$ cat src/hw/rtl/imr_pkg.sv
// Shared types and constants for the impedance magnitude and range select block.
package imr_pkg;

   // Reset values of the threshold registers.
   localparam logic [15:0] UPPER_RESET = 16'd15000;
   localparam logic [15:0] LOWER_RESET = 16'd2500;

   // Register indexes on the configuration port.
   localparam logic REG_UPPER = 1'b0;
   localparam logic REG_LOWER = 1'b1;

   // Result status codes.
   localparam logic [1:0] STATUS_VALID       = 2'd0;
   localparam logic [1:0] STATUS_SWITCH_HIGH = 2'd1;
   localparam logic [1:0] STATUS_SWITCH_LOW  = 2'd2;

   // Range codes.
   localparam logic RANGE_LOW  = 1'b0;
   localparam logic RANGE_HIGH = 1'b1;

   // Divide by ten as a multiply by ceil(2^19 / 10) and a shift; exact for 16-bit values.
   localparam logic [15:0] DIV10_RECIP = 16'd52429;
   localparam int          DIV10_SHIFT = 19;

   // The root of a 32-bit value takes one step per result bit.
   localparam int ROOT_STEPS = 16;
   localparam int STEP_BITS  = $clog2(ROOT_STEPS);

   // Status of the square root unit as seen by the sequencer.
   typedef struct packed {
      logic busy;
      logic done;
   } root_stat_type;

endpackage

$ cat src/hw/rtl/imr_sqrt.sv
// Bit-by-bit restoring integer square root of a 32-bit value, one result bit per cycle.
module imr_sqrt (
   input  logic                  clock,
   input  logic                  reset,
   input  logic                  start,
   input  logic [31:0]           radicand,
   output logic [15:0]           root,
   output imr_pkg::root_stat_type stat
);
   import imr_pkg::*;

   logic [31:0]          op_ff, op_in;
   logic [31:0]          res_ff, res_in;
   logic [31:0]          bit_ff, bit_in;
   logic [STEP_BITS-1:0] count_ff, count_in;
   logic                 busy_ff, busy_in;
   logic                 done_ff, done_in;
   logic [31:0]          trial;

   // One trial subtraction per cycle against the partial root plus the current bit.
   assign trial = res_ff + bit_ff;

   always_comb begin
      op_in    = op_ff;
      res_in   = res_ff;
      bit_in   = bit_ff;
      count_in = count_ff;
      busy_in  = busy_ff;
      done_in  = 1'b0;
      if (start) begin
         op_in    = radicand;
         res_in   = '0;
         bit_in   = 32'h4000_0000;
         count_in = '0;
         busy_in  = 1'b1;
      end else if (busy_ff) begin
         if (op_ff >= trial) begin
            op_in  = op_ff - trial;
            res_in = (res_ff >> 1) + bit_ff;
         end else begin
            res_in = res_ff >> 1;
         end
         bit_in   = bit_ff >> 2;
         count_in = count_ff + 1'b1;
         if (count_ff == STEP_BITS'(ROOT_STEPS - 1)) begin
            busy_in = 1'b0;
            done_in = 1'b1;
         end
      end
   end

   always_ff @(posedge clock) begin
      if (reset) begin
         busy_ff <= 1'b0;
         done_ff <= 1'b0;
      end else begin
         busy_ff <= busy_in;
         done_ff <= done_in;
      end
      op_ff    <= op_in;
      res_ff   <= res_in;
      bit_ff   <= bit_in;
      count_ff <= count_in;
   end

   // The final root of a 32-bit value never exceeds 65535, so the low half holds it.
   assign root      = res_ff[15:0];
   assign stat.busy = busy_ff;
   assign stat.done = done_ff;

endmodule

$ cat src/hw/rtl/impedance_magnitude_range_select.sv
// Top level: sample sequencer, shared multiplier, range logic and threshold registers.
// Each sample transferred on the req_ channel goes through these steps until its result
// is offered on the rsp_ channel: the real and imaginary parts are squared on a single
// shared 16x16 multiplier, the square root unit is started and produces the root one
// bit at a time, the finished root is taken, it is divided by ten on the same
// multiplier, and the range decision is made and the output register is loaded.
// A new sample is taken once the previous one has reached the output register; the
// range decision for a sample waits while an older result still sits unread. The range
// starts out high after reset. The thresholds sit at byte addresses 0 (upper) and 4
// (lower) and should be written only while idle.
module impedance_magnitude_range_select (
   input  logic        clock,
   input  logic        reset,
   // Input channel.
   input  logic        req_tvalid,
   output logic        req_tready,
   input  logic [31:0] req_tdata,   // [15:0] real_part, [31:16] imag_part
   // Result channel.
   output logic        rsp_tvalid,
   input  logic        rsp_tready,
   output logic [23:0] rsp_tdata,   // [15:0] conductivity, [16] range_now, rest zero
   output logic [1:0]  rsp_tuser,   // [1:0] status
   // Configuration port.
   input  logic        csr_psel,
   input  logic        csr_penable,
   input  logic        csr_pwrite,
   input  logic [2:0]  csr_paddr,
   input  logic [31:0] csr_pwdata,
   output logic [31:0] csr_prdata,
   output logic        csr_pready
);
   import imr_pkg::*;

   typedef enum logic [2:0] {
      ST_IDLE,
      ST_SQ_RE,
      ST_SQ_IM,
      ST_START,
      ST_ROOT,
      ST_DIV,
      ST_FINISH
   } state_type;

   state_type     state_ff, state_in;
   logic [15:0]   are_ff, are_in;
   logic [15:0]   aim_ff, aim_in;
   logic [31:0]   sum_ff, sum_in;
   logic [15:0]   mag_ff, mag_in;
   logic [15:0]   quot_ff, quot_in;
   logic          range_ff, range_in;
   logic [15:0]   upper_ff, upper_in;
   logic [15:0]   lower_ff, lower_in;
   logic          rsp_valid_ff, rsp_valid_in;
   logic [1:0]    rsp_status_ff, rsp_status_in;
   logic [15:0]   rsp_cond_ff, rsp_cond_in;
   logic          rsp_range_ff, rsp_range_in;

   logic [15:0]   mult_a, mult_b;
   logic [31:0]   mult_p;
   logic          root_start;
   logic [15:0]   root;
   root_stat_type root_stat;
   logic          csr_write;
   logic          in_xfer;
   logic          out_free;

   // Square root unit.
   imr_sqrt u_sqrt (
      .clock    (clock),
      .reset    (reset),
      .start    (root_start),
      .radicand (sum_ff),
      .root     (root),
      .stat     (root_stat)
   );

   assign root_start = (state_ff == ST_START);

   // Shared multiplier: squares of both parts, then the divide by ten.
   always_comb begin
      case (state_ff)
         ST_SQ_RE: begin
            mult_a = are_ff;
            mult_b = are_ff;
         end
         ST_SQ_IM: begin
            mult_a = aim_ff;
            mult_b = aim_ff;
         end
         ST_DIV: begin
            mult_a = mag_ff;
            mult_b = DIV10_RECIP;
         end
         default: begin
            mult_a = '0;
            mult_b = '0;
         end
      endcase
   end

   assign mult_p = {16'b0, mult_a} * {16'b0, mult_b};

   assign csr_write = csr_psel & csr_penable & csr_pwrite;
   assign in_xfer   = req_tvalid & req_tready;
   assign out_free  = ~rsp_valid_ff | rsp_tready;

   // Sequencer, range decision and output register.
   always_comb begin
      state_in      = state_ff;
      are_in        = are_ff;
      aim_in        = aim_ff;
      sum_in        = sum_ff;
      mag_in        = mag_ff;
      quot_in       = quot_ff;
      range_in      = range_ff;
      upper_in      = upper_ff;
      lower_in      = lower_ff;
      rsp_valid_in  = rsp_valid_ff & ~rsp_tready;
      rsp_status_in = rsp_status_ff;
      rsp_cond_in   = rsp_cond_ff;
      rsp_range_in  = rsp_range_ff;

      // Threshold writes.
      if (csr_write) begin
         if (csr_paddr[2] == REG_UPPER) begin
            upper_in = csr_pwdata[15:0];
         end else begin
            lower_in = csr_pwdata[15:0];
         end
      end

      case (state_ff)
         ST_IDLE: begin
            if (in_xfer) begin
               // Magnitudes of both parts; the negation of -32768 gives 32768 as unsigned.
               are_in   = req_tdata[15] ? 16'(~req_tdata[15:0] + 16'd1) : req_tdata[15:0];
               aim_in   = req_tdata[31] ? 16'(~req_tdata[31:16] + 16'd1) : req_tdata[31:16];
               state_in = ST_SQ_RE;
            end
         end
         ST_SQ_RE: begin
            sum_in   = mult_p;
            state_in = ST_SQ_IM;
         end
         ST_SQ_IM: begin
            sum_in   = sum_ff + mult_p;
            state_in = ST_START;
         end
         ST_START: begin
            state_in = ST_ROOT;
         end
         ST_ROOT: begin
            if (root_stat.done) begin
               mag_in   = root;
               state_in = ST_DIV;
            end
         end
         ST_DIV: begin
            quot_in  = 16'(mult_p >> DIV10_SHIFT);
            state_in = ST_FINISH;
         end
         ST_FINISH: begin
            if (out_free) begin
               rsp_valid_in = 1'b1;
               rsp_cond_in  = '0;
               if (mag_ff > upper_ff && range_ff == RANGE_LOW) begin
                  range_in      = RANGE_HIGH;
                  rsp_status_in = STATUS_SWITCH_HIGH;
               end else if (mag_ff < lower_ff && range_ff == RANGE_HIGH) begin
                  range_in      = RANGE_LOW;
                  rsp_status_in = STATUS_SWITCH_LOW;
               end else begin
                  rsp_status_in = STATUS_VALID;
                  rsp_cond_in   = (range_ff == RANGE_LOW) ? quot_ff : mag_ff;
               end
               rsp_range_in = range_in;
               state_in     = ST_IDLE;
            end
         end
         default: begin
            state_in = ST_IDLE;
         end
      endcase
   end

   always_ff @(posedge clock) begin
      if (reset) begin
         state_ff     <= ST_IDLE;
         range_ff     <= RANGE_HIGH;
         upper_ff     <= UPPER_RESET;
         lower_ff     <= LOWER_RESET;
         rsp_valid_ff <= 1'b0;
      end else begin
         state_ff     <= state_in;
         range_ff     <= range_in;
         upper_ff     <= upper_in;
         lower_ff     <= lower_in;
         rsp_valid_ff <= rsp_valid_in;
      end
      are_ff        <= are_in;
      aim_ff        <= aim_in;
      sum_ff        <= sum_in;
      mag_ff        <= mag_in;
      quot_ff       <= quot_in;
      rsp_status_ff <= rsp_status_in;
      rsp_cond_ff   <= rsp_cond_in;
      rsp_range_ff  <= rsp_range_in;
   end

   // Ports.
   assign req_tready = (state_ff == ST_IDLE);
   assign rsp_tvalid = rsp_valid_ff;
   assign rsp_tdata  = {7'b0, rsp_range_ff, rsp_cond_ff};
   assign rsp_tuser  = rsp_status_ff;
   assign csr_pready = 1'b1;
   assign csr_prdata = {16'b0, (csr_paddr[2] == REG_UPPER) ? upper_ff : lower_ff};

endmodule
$ cat config.mk
export PLATFORM = sky130hd
export DESIGN_NAME = impedance_magnitude_range_select
export DESIGN_NICKNAME = d
export VERILOG_FILES = /design/src/hw/rtl/imr_pkg.sv /design/src/hw/rtl/imr_sqrt.sv /design/src/hw/rtl/impedance_magnitude_range_select.sv
export SDC_FILE = /design/constraint.sdc
export NUM_CORES = 1
export LEC_CHECK = 0
export BUFFER_PORTS_ARGS = -buffer_cell sky130_fd_sc_hd__buf_2
export CORE_MARGIN = 10
export CORE_UTILIZATION = 48
export DETAILED_ROUTE_END_ITERATION = 12
export PLACE_DENSITY = 0.63
export SYNTH_ARGS = -nofsm -noshare
export SYNTH_HDL_FRONTEND = slang
export SYNTH_SLANG_ARGS = --single-unit
$ cat constraint.sdc
create_clock -name clock -period 10.91 [get_ports clock]
set_clock_uncertainty 0.05 [all_clocks]
set_input_delay 2.182 -clock clock [delete_from_list [all_inputs] [get_ports clock]]
set_output_delay 2.182 -clock clock [all_outputs]
set_load 0.01 [all_outputs]
# Word-level counts from Yosys, hierarchy flattened
# Index checks and enable logic that the tools add are counted.
[classes]
addsub = 7
n_mul = 1
n_lt_le_gt_ge = 3
n_eq_ne = 10
n_mux = 24
bitwise_logic = 12
reduce_logical = 16
[op_table]
columns = ["cell", "n"]
rows = [
  ["$mux 32", 4],
  ["$pmux 16 s3", 2],
  ["$pmux 32 s2", 1],
  ["$add 16x1->16 const B", 2],
  ["$add 31x31->32", 1],
  ["$add 32x31->32", 1],
  ["$add 32x32->32", 1],
  ["$ge 32x32->1", 1],
  ["$mul 16x16->32", 1],
  ["$not 16->16", 2],
  ["$sub 32x32->32", 1],
  ["$mux 15", 2],
  ["$pmux 3 s7", 1],
  ["$gt 16x16->1", 1],
  ["$lt 16x16->1", 1],
  ["$mux 16", 1],
  ["$mux 13", 1],
  ["$reduce_and 2->1", 6],
  ["$eq 3x3->1 const B", 3],
  ["$mux 3", 3],
  ["$mux 1", 8],
  ["$eq 3x2->1 const B", 2],
  ["$reduce_bool 2->1", 3],
  ["$reduce_or 3->1", 2],
  ["13 further kinds", 22],
]
[word_totals]
reg_bits = 235
in_bits = 74
out_inout_bits = 61
elab_cells = 95

# Logic depth before layout (Yosys ltp)
# Gate-level depths: netlist of the first run.
[depth]
depth_word = 5
depth_mapped = 40
ltp_nobuf = 38

# By module
# From an unflattened synthesis of the first run, not the netlist that was laid out.
[hier_totals]
cells_unflattened = 2811
area_unflattened_um2 = 24554.8
[modules_own_cells]
columns = ["mod", "instances", "cells_per_inst", "area_per_inst_um2", "seq_area_each_um2"]
rows = [
  ["impedance_magnitude_range_select", 1, 1942, 17302.8, 4103.9],
  ["imr_sqrt", 1, 869, 7252.0, 2042.0],
]

# Least setup slack after synthesis of the first run
# No wires, ideal clock.
[synth_path]
path_type = "register -> register"
from = "register state_ff[1]"
to = "register sum_ff[29] (data pin)"
setup_ns = 0.260
arrival_ns = 8.846
required_time_ns = 10.600
setup_slack_ns = 1.754
path_stages_with_launch = 36
path_buffers = 3
synth_period_minus_slack_ns = 9.156
cell_sequence = "dfxtp_1 -> clkbuf_1 -> nor3b_1 -> clkbuf_1 -> nand2_1 -> o21ai_1 -> clkinv_1 -> fa_1 -> inv_1 -> fa_1 -> inv_1 -> fa_1 -> inv_1 -> fa_1 -> fa_1 -> inv_1 -> fa_1 -> inv_1 -> ha_1 -> a21o_1 -> a21oi_1 -> o21bai_1 -> a211oi_1 -> nor2_1 -> o31ai_1 -> xnor2_1 -> ha_1 -> clkbuf_1 -> a211o_1 -> or3_1 -> o211ai_2 -> nand3b_1 -> a2111o_1 -> a31oi_1 -> xnor2_1 -> mux2_2"
[synth_via]
elab_chain_cells = 5
word_cells_on_any_way = 8
classes_between = "add/sub (1); mul (1); eq/ne (3); mux (3)"
[synth_lines]
columns = ["item", "line", "rtl"]
rows = [
  ["start: declaration", "impedance_magnitude_range_select.sv:44", "state_type state_ff, state_in;"],
  ["start signal: assignment", "impedance_magnitude_range_select.sv:194", "state_ff <= state_in;"],
  ["$eq 3x3->1 (tied with other cells)", "impedance_magnitude_range_select.sv:81", "case (state_ff)"],
  ["$pmux 16 s3", "impedance_magnitude_range_select.sv:81", ""],
  ["$mul 16x16->32 (*)", "impedance_magnitude_range_select.sv:101", "assign mult_p = {16'b0, mult_a} * {16'b0, mult_b};"],
  ["net mult_p[20]", "impedance_magnitude_range_select.sv:59", "logic [31:0] mult_p;"],
  ["$add 32x32->32 (*)", "impedance_magnitude_range_select.sv:146", "sum_in = sum_ff + mult_p;"],
  ["$pmux 32 s2 (*)", "impedance_magnitude_range_select.sv:132", "case (state_ff)"],
  ["net sum_in[29]", "impedance_magnitude_range_select.sv:47", "logic [31:0] sum_ff, sum_in;"],
  ["end signal: assignment", "impedance_magnitude_range_select.sv:202", "sum_ff <= sum_in;"],
  ["end: declaration", "impedance_magnitude_range_select.sv:47", ""],
]
# Mark *: on every way through the listed nets, which the timed path passes. The rest lies on a longest branch.
# A chain may end at the register's enable or synchronous reset.

# Final worst setup path of the first run
[layout_path]
from = "register state_ff[1]"
to = "register sum_ff[29] (data pin)"
[layout_via]
elab_chain_cells = 5
word_cells_on_any_way = 8
classes_between = "add/sub (1); mul (1); eq/ne (3); mux (3)"
[layout_lines]
columns = ["item", "line"]
rows = [
  ["$eq 3x3->1 (tied with other cells)", "impedance_magnitude_range_select.sv:81"],
  ["$pmux 16 s3", "impedance_magnitude_range_select.sv:81"],
  ["$mul 16x16->32", "impedance_magnitude_range_select.sv:101"],
  ["$add 32x32->32", "impedance_magnitude_range_select.sv:146"],
  ["$pmux 32 s2 (*)", "impedance_magnitude_range_select.sv:132"],
  ["net sum_in[29]", "impedance_magnitude_range_select.sv:47"],
]
# Marks and branches as above.

==> implementation parameters, run 1 <==
Parameter                              Value

Run status
  Outcome    finished, final reports clean

Yosys
  Post-synthesis cell type with the largest combined area    edfxtp_1
  Synthesized area divided by synthesized cell count    approximately 9 um2
  Count of flip-flops with a built-in enable after synthesis    between 100 and 150
  Part of the Yosys area used for sequential elements    between 20 and 30%
  Post-synth ARST share    0%
  Area share of the largest cell type after synthesis    18.0%
  Dominant register cell in the synthesized netlist    edfxtp_1
  Cells after Synth    roughly 2700
  Number of synthesized register bits    around 240
  Top post-synthesis cells by area    edfxtp_1 (18%), fa_1 (16%), ha_1 (12%), dfxtp_1 (7.6%), nand2_1 (5.5%)
  Synth cell types    79
  Post-Synthesis Cell Area    around 24000 um2
  Count of yosys warnings during synthesis    0

Timing
  Max-slew violations    0
  Final Critical Period    just over 10 ns
  Setup repair after global routing missed its margin    false
  Period utilisation layout    around 95%
  Fmax    between 0.09 and 0.1 GHz
  Final-report hold violation count    0
  Final sum of negative setup slack    0 ns
  Total setup violations reported at the end of the flow    0
  Final-layout worst hold slack    0.408 ns
  Transition time at the pin with the least slew margin    approximately 1.0 ns
  Worst slew slack as a fraction of its limit    between 30% and 40%

Pwr
  Maximum vdd ir drop    about 0.15 mV
  PD cells    ~180 nW/um2
  Cell leakage power    between 10 and 15 nW

Finish
  Layout-stage area growth over the synthesis result    9.34%
  Most common cell after layout, fill and taps aside    nand2_1
  Proportion of layout cells with a drive suffix above 1    approximately 8.5%
  Diodes inserted    0
  Fillcell total    between 4000 and 5000
  Net count of the finished layout    about 3300
  Most used cells in the layout excluding fill and tap cells    nand2_1 (351), inv_1 (309), nor2_1 (254)

Drt
  Routed via count divided by cell count    about 5.6
  Starting DRT DRC Count    roughly 1500
  Sum of routed wire length over all layers    a little under 70000 um
  Number of nets with antenna violations after routing    0
  Drt first pass iters    8
  Detailed-route wire length per cell    a little under 20 um
  DRC violations left    0
  Via count    roughly 19000

Critical path
  Slowest stage cell, crit path    dfxtp_1
  Signal arrival time at the worst endpoint    10.64 ns
  Most frequent CP cell    fa_1
  Largest fanout of any net on the critical path    12
  Cell family contributing the most delay on the critical path    adder cells
  Category of the worst setup path capture point    flip-flop
  CP Class    flip-flop to flip-flop
  Count of buffer and inverter cells on the critical path    6
  R2R depth    36
  Reg-to-reg slack, setup    between 0.5 and 0.6 ns
  Required time of the critical path    around 11 ns
  Startpoint type of the worst setup path    flip-flop
  Beginning of the worst register-to-register path    state_ff[1]$_SDFFE_PP0P_
  Max stage delay on crit path    0.55 ns
  Reg2reg end    sum_ff[29]$_DFFE_PP_

Clocking
  Number of buffers created by CTS    28
  Clock Tree Root    clkbuf_16
  Hold bufs inserted after CTS    0
  Clock tree from TritonCTS    yes
  Skew-Pair Late Insertion Delay    0.57 ns
  Post-CTS Resized    0
  Post-CTS setup buffer count    0
  Bufs on Longest Clock Path    3
  Post-CTS clock slew at the launch and capture registers of the worst setup and hold paths    0.06 ns
  Number of clock sinks    around 240
  Maximum level of the CTS H-tree    1

Global routing
  First-pass GRT wire length    around 110000 um
  Total routing usage reported by global routing    22.6%
  Global route overflow    0
  Antenna violations before repair    0
  Via count of the first global-routing pass    roughly 20000
  Largest net degree at the start of global routing    slightly above 90

Die
  Total core area    49200 um2
  Top-level I/O count    ~140
  Die outline width    ~240 um
  Initial standard-cell utilization of the core    roughly half
  Die height    ~240 um
  Total die area    roughly 60000 um2
  Number of standard-cell rows in the floorplan    81

Hold path
  Worst Hold Class    flip-flop to flip-flop
  Hold Crit Endpoint    upper_ff[15]$_SDFFE_PP0P_
  Cells on Worst Hold Path    2
  Startpoint of the worst hold path    upper_ff[15]$_SDFFE_PP0P_

Placement
  Routability cong.    0.946
  HPWL reported at the end of detailed placement    roughly 53000 um
  Count of buffers inserted at the top-level ports    92

Flow run
  Max_cap viols    0
==> synth_stat cells (4+ instances only) <==
cell      instances
a21oi_1         158
buf_4            26
ha_1            238
clkinv_1         10
nor2_1          255
o21bai_1         30
xor2_1           76
a211o_1          15
xnor2_1          85
mux2i_1          41
or3_1            11
nand2b_1         27
nor4_1            5
nand3b_1          8
dfxtp_1          91
a31oi_1          30
buf_2             4
nand2_1         351
nand4_1          22
o21ai_0         138
nand3_1          26
or2_2             6
o31ai_1          12
o211ai_1          9
nor2b_1          17
o21ai_1          13
buf_1            14
a31o_2            8
and3_1           11
fa_1            196
o41ai_1           6
a21o_1           73
edfxtp_1        144
a211oi_1         28
a21boi_0          5
clkbuf_1         71
inv_1           309
and2_1           16
o21a_1           25
mux2_2            9
nor3_1           28
==> metal layers <==
| metal | share of wire (%) | vias up | GRT usage, % | routed length (um) |
|---|---|---|---|---|
| li1 | - | 9291 | - | - |
| met1 | 45 | 9345 | 30.2 | 30500 |
| met2 | 47 | 546 | 37.9 | 32100 |
| met4 | 3.1 | 0 | 6.54 | 2080 |
| met5 | 0 | - | 0 | 0 |
| met3 | 4.9 | 116 | 2.79 | 3370 |
==> where the power goes <==
part           internal [mW]  leakage, nW  switching [mW]
Clock                  0.619        0.507           0.417
Combinational          0.966         9.32            1.40
Sequential              1.15         2.09           0.176
Total                   2.74         11.9            1.99
==> tightest hold or removal path, cell delays in order (launching register included) <==
cell	delay, ns
dfxtp_1	0.31
nand2_1	0.05
a21oi_1	0.05
==> registers in the layout, indices dropped and copies added, names as in the netlist, 2 cells and up <==
| register | count |
|---|---|
| aim_ff | 16 |
| are_ff | 16 |
| lower_ff | 16 |
| mag_ff | 16 |
| quot_ff | 13 |
| rsp_cond_ff | 16 |
| rsp_tuser | 2 |
| state_ff | 3 |
| sum_ff | 32 |
| u_sqrt.bit_ff | 16 |
| u_sqrt.count_ff | 4 |
| u_sqrt.op_ff | 32 |
| u_sqrt.res_ff | 32 |
| upper_ff | 16 |
==> per-stage QoR <==
step                      cells  util (%)  instance area, um2  power, mW  setup slack [ns]
after detailed placement   3420      51.3               25200       3.67             0.669
after global placement     3420      51.3               25200       3.62             0.837
after CTS                  3472      53.4               26200       4.73             0.656
final                      3472      53.4               26200       4.73             0.549
after global routing       3472      53.4               26200       5.07            0.0703
after floorplan            2731         -               24100       3.05              1.75
==> how the worst max path moves through the flow <==
stage                                  start              endpoint  cells after the start
floorplan           state_ff[1]$_SDFFE_PP0P_  sum_ff[29]$_DFFE_PP_                     35
global placement    state_ff[0]$_SDFFE_PP0P_  sum_ff[29]$_DFFE_PP_                     31
detailed placement  state_ff[0]$_SDFFE_PP0P_  sum_ff[29]$_DFFE_PP_                     31
CTS                 state_ff[0]$_SDFFE_PP0P_  sum_ff[29]$_DFFE_PP_                     31
global route        state_ff[1]$_SDFFE_PP0P_  sum_ff[29]$_DFFE_PP_                     36
finish              state_ff[1]$_SDFFE_PP0P_  sum_ff[29]$_DFFE_PP_                     36
==> final cells by class <==
class	count	area [um2]	share of cell area, %
Clock buffer	35	800	3.05
Timing Repair Buffer	142	848	3.23
Inverter	319	1200	4.57
Multi-Input combinational cell	2060	16200	61.7
Sequential cell	235	6150	23.4
Clock inverter	17	220	0.840
Tap cell	664	831	3.17
==> cells by family (layout without fill, tap and decap cells) <==
family | count (synthesis) | count (layout) | synth area share, %
adder cells (fa/ha/maj) | 434 | 434 | 28.8
other | 2 | 24 | 0.0313
buffers and inverters | 436 | 513 | 7.31
AND/OR/NAND/NOR | 801 | 801 | 14.5
flip-flops | 235 | 235 | 25.6
XOR/XNOR | 161 | 161 | 5.88
AO/OA/AOI/OAI | 590 | 590 | 15.8
multiplexers | 50 | 50 | 2.13
Note: power is estimated with default switching activity, not from simulation.
==> run 2: changes to the inputs <==
--- a/config.mk
+++ b/config.mk
@@ -9,7 +9,7 @@
 export CORE_MARGIN = 10
 export CORE_UTILIZATION = 48
 export DETAILED_ROUTE_END_ITERATION = 12
-export PLACE_DENSITY = 0.63
+export PLACE_DENSITY_LB_ADDON = 0.15
 export SYNTH_ARGS = -nofsm -noshare
 export SYNTH_HDL_FRONTEND = slang
 export SYNTH_SLANG_ARGS = --single-unit
==> implementation parameters, run 2 (synthesized netlist as in run 1, its figures left out) <==
Parameter                              Value

Critical path
  Reg2reg end    sum_ff[29]$_DFFE_PP_
  Largest fanout of any net on the critical path    23
  Required time of the critical path    ~11 ns
  Max stage delay on crit path    between 0.6 and 0.7 ns
  Category of the worst setup path capture point    flip-flop
  Signal arrival time at the worst endpoint    10.31 ns
  CP Class    flip-flop to flip-flop
  R2R depth    31
  Startpoint type of the worst setup path    flip-flop
  Beginning of the worst register-to-register path    state_ff[2]$_SDFFE_PP0P_
  Most frequent CP cell    fa_1
  Reg-to-reg slack, setup    around 0.87 ns
  Slowest stage cell, crit path    nor3b_2

Hold path
  Startpoint of the worst hold path    upper_ff[2]$_SDFFE_PP0P_
  Hold Crit Endpoint    upper_ff[2]$_SDFFE_PP0P_
  Cells on Worst Hold Path    2
  Worst Hold Class    flip-flop to flip-flop

Die
  Total die area    between 50000 and 60000 um2
  Initial standard-cell utilization of the core    approximately 49%
  Die outline width    between 200 and 250 um
  Total core area    around 49000 um2
  Top-level I/O count    135
  Number of standard-cell rows in the floorplan    around 80
  Die height    about 240 um

Timing
  Final Critical Period    roughly 10 ns
  Fmax    roughly 0.1 GHz
  Final-layout worst hold slack    between 0.4 and 0.5 ns
  Final sum of negative setup slack    0 ns
  Transition time at the pin with the least slew margin    1.06 ns
  Max-slew violations    0
  Total setup violations reported at the end of the flow    0
  Worst slew slack as a fraction of its limit    28.9%
  Period utilisation layout    about 90%
  Final-report hold violation count    0
  Setup repair after global routing missed its margin    false

Placement
  HPWL reported at the end of detailed placement    between 50000 and 60000 um
  Count of buffers inserted at the top-level ports    92
  Post-Place Cell Area    25200 um2
  Routability cong.    0.966

Clocking
  Maximum level of the CTS H-tree    1
  Post-CTS setup buffer count    0
  Number of buffers created by CTS    28
  Bufs on Longest Clock Path    3
  Clock Tree Root    clkbuf_16
  Skew-Pair Late Insertion Delay    0.57 ns
  Number of clock sinks    roughly 240
  Post-CTS Resized    0
  Clock tree from TritonCTS    yes
  Hold bufs inserted after CTS    0
  Post-CTS clock slew at the launch and capture registers of the worst setup and hold paths    0.06 ns

Finish
  Layout Utilization    between 50% and 60%
  Most common cell after layout, fill and taps aside    nand2_1
  Finished layout cell area    26100 um2
  Proportion of layout cells with a drive suffix above 1    ~8.3%
  Layout-stage area growth over the synthesis result    8.77%
  Most used cells in the layout excluding fill and tap cells    nand2_1 (351), inv_1 (309), nor2_1 (254)
  Fillcell total    4569
  Diodes inserted    0
  Net count of the finished layout    3295
  Top Registers    sum_ff x32, u_sqrt.op_ff x32, u_sqrt.res_ff x32

Global routing
  Via count of the first global-routing pass    between 15000 and 20000
  Antenna violations before repair    1
  Largest net degree at the start of global routing    92
  First-pass GRT wire length    about 110000 um
  Total routing usage reported by global routing    between 20% and 30%
  Global route overflow    0

Pwr
  PD cells    approximately 180 nW/um2
  Total Power Consumption    about 4.6 mW
  Cell leakage power    between 10 and 15 nW
  Maximum vdd ir drop    0.182 mV

Drt
  DRC violations left    0
  Sum of routed wire length over all layers    67700 um
  Starting DRT DRC Count    1478
  Detailed-route wire length per cell    between 15 and 20 um
  Drt first pass iters    5
  Routed via count divided by cell count    5.56
  Number of nets with antenna violations after routing    0
  Via count    around 19000

Flow run
  Max_cap viols    0

Run status
  Outcome    finished, final reports clean
run 2: cell types whose count changed in the layout (fill, tap and decap cells not counted), moves of 2 or more:
| cell | delta |
|---|---|
| clkinv_2 | -3 |
| bufinv_16 | -4 |
| buf_4 | +2 |
| clkinvlp_4 | +2 |
| clkinv_4 | -4 |
| inv_4 | +2 |
| clkbuf_1 | +7 |
run 2: how the worst max path moves through the flow:
stage / start / endpoint / slack, ns / cells past startpoint
global route: state_ff[2]$_SDFFE_PP0P_ / sum_ff[29]$_DFFE_PP_ / 0.37 / 33
detailed placement: state_ff[0]$_SDFFE_PP0P_ / sum_ff[29]$_DFFE_PP_ / 0.92 / 35
floorplan: state_ff[1]$_SDFFE_PP0P_ / sum_ff[29]$_DFFE_PP_ / 1.75 / 35
global placement: state_ff[1]$_SDFFE_PP0P_ / sum_ff[29]$_DFFE_PP_ / 0.97 / 36
finish: state_ff[2]$_SDFFE_PP0P_ / sum_ff[29]$_DFFE_PP_ / 0.87 / 31
CTS: state_ff[0]$_SDFFE_PP0P_ / sum_ff[29]$_DFFE_PP_ / 0.88 / 35
run 2: area by class of cell:
type | instances | area (um2) | area share, %
Tap cell | 664 | 831 | 3.18
Timing Repair Buffer | 143 | 843 | 3.23
Clock buffer | 43 | 820 | 3.14
Multi-Input combinational cell | 2060 | 16200 | 62.0
Clock inverter | 9 | 68.8 | 0.264
Inverter | 319 | 1200 | 4.59
Sequential cell | 235 | 6150 | 23.6
run 2: stage by stage:
stage | setup slack (ns) | cells
after floorplan | 1.75 | 2731
after global placement | 0.972 | 3421
after detailed placement | 0.924 | 3421
after CTS | 0.881 | 3473
after global routing | 0.374 | 3473
final | 0.867 | 3473
run 2: power by group:
group	switching (mW)	leakage (nW)	internal (mW)
Combinational	1.40	9.31	0.964
Sequential	0.181	2.09	1.15
Clock	0.389	0.434	0.520
run 2: layer usage:
layer  track usage (%)  part of all wire (%)  vias to the layer above
met1              30.2                    45                     9424
met4              6.70                   3.1                        0
met2              36.6                    46                      510
met3              3.10                   5.2                      110
met5                 0                     0                        -
li1                  -                     -                     9263
run 2: worst max-delay path: cells and delay by family, from the launching register on:
| family | cells | cell delay, ns |
|---|---|---|
| compound gates | 11 | 2.74 |
| flops | 1 | 0.60 |
| mux | 1 | 0.25 |
| buf+inv | 3 | 0.15 |
| simple gates | 6 | 1.59 |
| fa+ha+maj | 8 | 3.83 |
| xor+xnor | 2 | 0.55 |
==> run 3: changes to the inputs <==
--- a/config.mk
+++ b/config.mk
@@ -5,9 +5,11 @@
 export SDC_FILE = /design/constraint.sdc
 export NUM_CORES = 1
 export LEC_CHECK = 0
+export ABC_CLOCK_PERIOD_IN_PS = 10910
 export BUFFER_PORTS_ARGS = -buffer_cell sky130_fd_sc_hd__buf_2
 export CORE_MARGIN = 10
 export CORE_UTILIZATION = 48
+export CTS_BUF_LIST = sky130_fd_sc_hd__clkbuf_8
 export DETAILED_ROUTE_END_ITERATION = 12
 export PLACE_DENSITY_LB_ADDON = 0.15
 export SYNTH_ARGS = -nofsm -noshare
==> implementation parameters, run 3 (synthesized netlist as in run 1, its figures left out) <==
Parameter                              Value

Run status
  Outcome    finished, final reports clean

Pwr
  Cell leakage power    between 10 and 15 nW
  PD cells    approximately 170 nW/um2
  Maximum vdd ir drop    0.177 mV

Drt
  Metal2 WL    31400 um
  Detailed-route wire length per cell    just under 20 um
  Sum of routed wire length over all layers    around 68000 um
  Routed via count divided by cell count    approximately 5.6
  Via count    between 15000 and 20000
  Top routing layer used    met4
  Number of nets with antenna violations after routing    0
  Drt first pass iters    7
  DRT met1 WL    30300 um
  DRC violations left    0
  Starting DRT DRC Count    ~1300
  Met3 wire length    4050 um

Hold path
  Hold Crit Endpoint    upper_ff[2]$_SDFFE_PP0P_
  Worst Hold Class    flip-flop to flip-flop
  Cells on Worst Hold Path    2
  Startpoint of the worst hold path    upper_ff[2]$_SDFFE_PP0P_

Finish
  Proportion of layout cells with a drive suffix above 1    under 10%
  Area taken by multi-input logic gates    about 16000 um2
  Layout-stage area growth over the synthesis result    8.38%
  Net count of the finished layout    approximately 3300
  Diodes inserted    0
  Fillcell total    4596
  Most common cell after layout, fill and taps aside    nand2_1
  Top Registers    sum_ff x32, u_sqrt.op_ff x32, u_sqrt.res_ff x32
  Area occupied by registers    between 6000 and 7000 um2
  Finished Layout Cells    ~3500
  Layout Utilization    about 53%
  Most used cells in the layout excluding fill and tap cells    nand2_1 (351), inv_1 (330), nor2_1 (254)

Timing
  Final Critical Period    around 10 ns
  Total setup violations reported at the end of the flow    0
  Fmax    ~0.10 GHz
  PnR worst setup slack    0.865 ns
  Setup repair after global routing missed its margin    false
  Max-slew violations    0
  Worst slew slack as a fraction of its limit    between 20% and 30%
  Final sum of negative setup slack    0 ns
  Period utilisation layout    between 90 and 100%
  Transition time at the pin with the least slew margin    roughly 1.1 ns
  Final-report hold violation count    0

Critical path
  Slowest stage cell, crit path    fa_1
  Reg-to-reg slack, setup    between 0.8 and 0.9 ns
  Cell family contributing the most delay on the critical path    adder cells
  Required time of the critical path    11.21 ns
  R2R depth    35
  Count of buffer and inverter cells on the critical path    8
  Beginning of the worst register-to-register path    state_ff[0]$_SDFFE_PP0P_
  Max stage delay on crit path    ~0.54 ns
  CP Class    flip-flop to flip-flop
  Largest fanout of any net on the critical path    11
  Category of the worst setup path capture point    flip-flop
  Reg2reg end    sum_ff[29]$_DFFE_PP_
  Startpoint type of the worst setup path    flip-flop
  Signal arrival time at the worst endpoint    10.35 ns

Clocking
  Number of clock sinks    235
  Bufs on Longest Clock Path    3
  Clock tree from TritonCTS    yes
  Post-CTS setup buffer count    0
  Clock Tree Root    clkbuf_8
  Number of buffers created by CTS    43
  Post-CTS clock slew at the launch and capture registers of the worst setup and hold paths    0.06 ns
  Post-CTS Resized    0
  Skew-Pair Late Insertion Delay    about 0.62 ns
  Hold bufs inserted after CTS    0
  Maximum level of the CTS H-tree    2

Global routing
  Via count of the first global-routing pass    ~20000
  Total routing usage reported by global routing    22.5%
  Antenna violations before repair    1
  First-pass GRT wire length    around 110000 um
  Global route overflow    0
  Largest net degree at the start of global routing    slightly above 90

Die
  Die outline width    244 um
  Number of standard-cell rows in the floorplan    just over 80
  Total die area    about 59000 um2
  Top-level I/O count    ~140
  Die height    244 um
  Initial standard-cell utilization of the core    about half
  Total core area    49200 um2

Flow run
  Max_cap viols    0

Placement
  Worst setup timing slack at the placement stage    ~0.9 ns
  Instance count after placement with tap cells included    roughly 3400
  Routability cong.    0.966
  Count of buffers inserted at the top-level ports    a little over 90
  HPWL reported at the end of detailed placement    about 53000 um
[run 3: cell types whose count changed in the layout (fill, tap and decap cells not counted), sizes merged]
cell	change
clkbuf	+4
clkinvlp	+1
clkinv	+1
bufinv	+1
inv	+17
[run 3: power breakdown]
| part | leakage [nW] | switching (mW) | total, mW | internal, mW |
|---|---|---|---|---|
| Combinational | 9.31 | 1.40 | 2.36 | 0.964 |
| Clock | 0.475 | 0.390 | 0.807 | 0.417 |
| Sequential | 2.09 | 0.182 | 1.33 | 1.15 |
[run 3: routing by layer]
layer,global-route usage [%],up-vias
met4,7.58,0
met5,0,-
li1,-,9305
met2,36.7,559
met1,30.0,9448
met3,3.69,129
[run 3: worst max path at each step]
| stage | cells past startpoint | end | slack, ns | startpoint |
|---|---|---|---|---|
| 5_1_grt | 33 | sum_ff[29]$_DFFE_PP_ | 0.37 | state_ff[2]$_SDFFE_PP0P_ |
| 2_1_floorplan | 35 | sum_ff[29]$_DFFE_PP_ | 1.75 | state_ff[1]$_SDFFE_PP0P_ |
| 3_3_place_gp | 36 | sum_ff[29]$_DFFE_PP_ | 0.97 | state_ff[1]$_SDFFE_PP0P_ |
| 6_report | 35 | sum_ff[29]$_DFFE_PP_ | 0.86 | state_ff[0]$_SDFFE_PP0P_ |
| 4_1_cts | 35 | sum_ff[29]$_DFFE_PP_ | 0.90 | state_ff[0]$_SDFFE_PP0P_ |
| 3_5_place_dp | 35 | sum_ff[29]$_DFFE_PP_ | 0.92 | state_ff[0]$_SDFFE_PP0P_ |
[run 3: area by class of cell]
cell class / count / area share (%)
Clock buffer: 47 / 2.49
Clock inverter: 29 / 0.573
Inverter: 319 / 4.61
Multi-Input combinational cell: 2060 / 62.3
Sequential cell: 235 / 23.6
Tap cell: 664 / 3.20
Timing Repair Buffer: 143 / 3.24
[run 3: worst register-to-register path, delay by kind of cell, from the launching register on]
kind | cells | cell delay (ns)
AOI/OAI and AO/OA | 10 | 2.32
xor gates and xnor gates | 2 | 0.55
adders and majority gates | 8 | 3.71
buffers and inverters | 8 | 0.98
DFF | 1 | 0.52
muxes | 1 | 0.26
and+or+nand+nor | 6 | 1.37
[run 3: through the flow]
stage	area (um2)	hold slack, ns	power, mW
detailed placement	25200	0.397	3.67
floorplan	24100	0.381	3.05
finish	26000	0.406	4.50
global placement	25200	0.393	3.63
CTS	26000	0.405	4.52
global route	26000	0.427	4.87
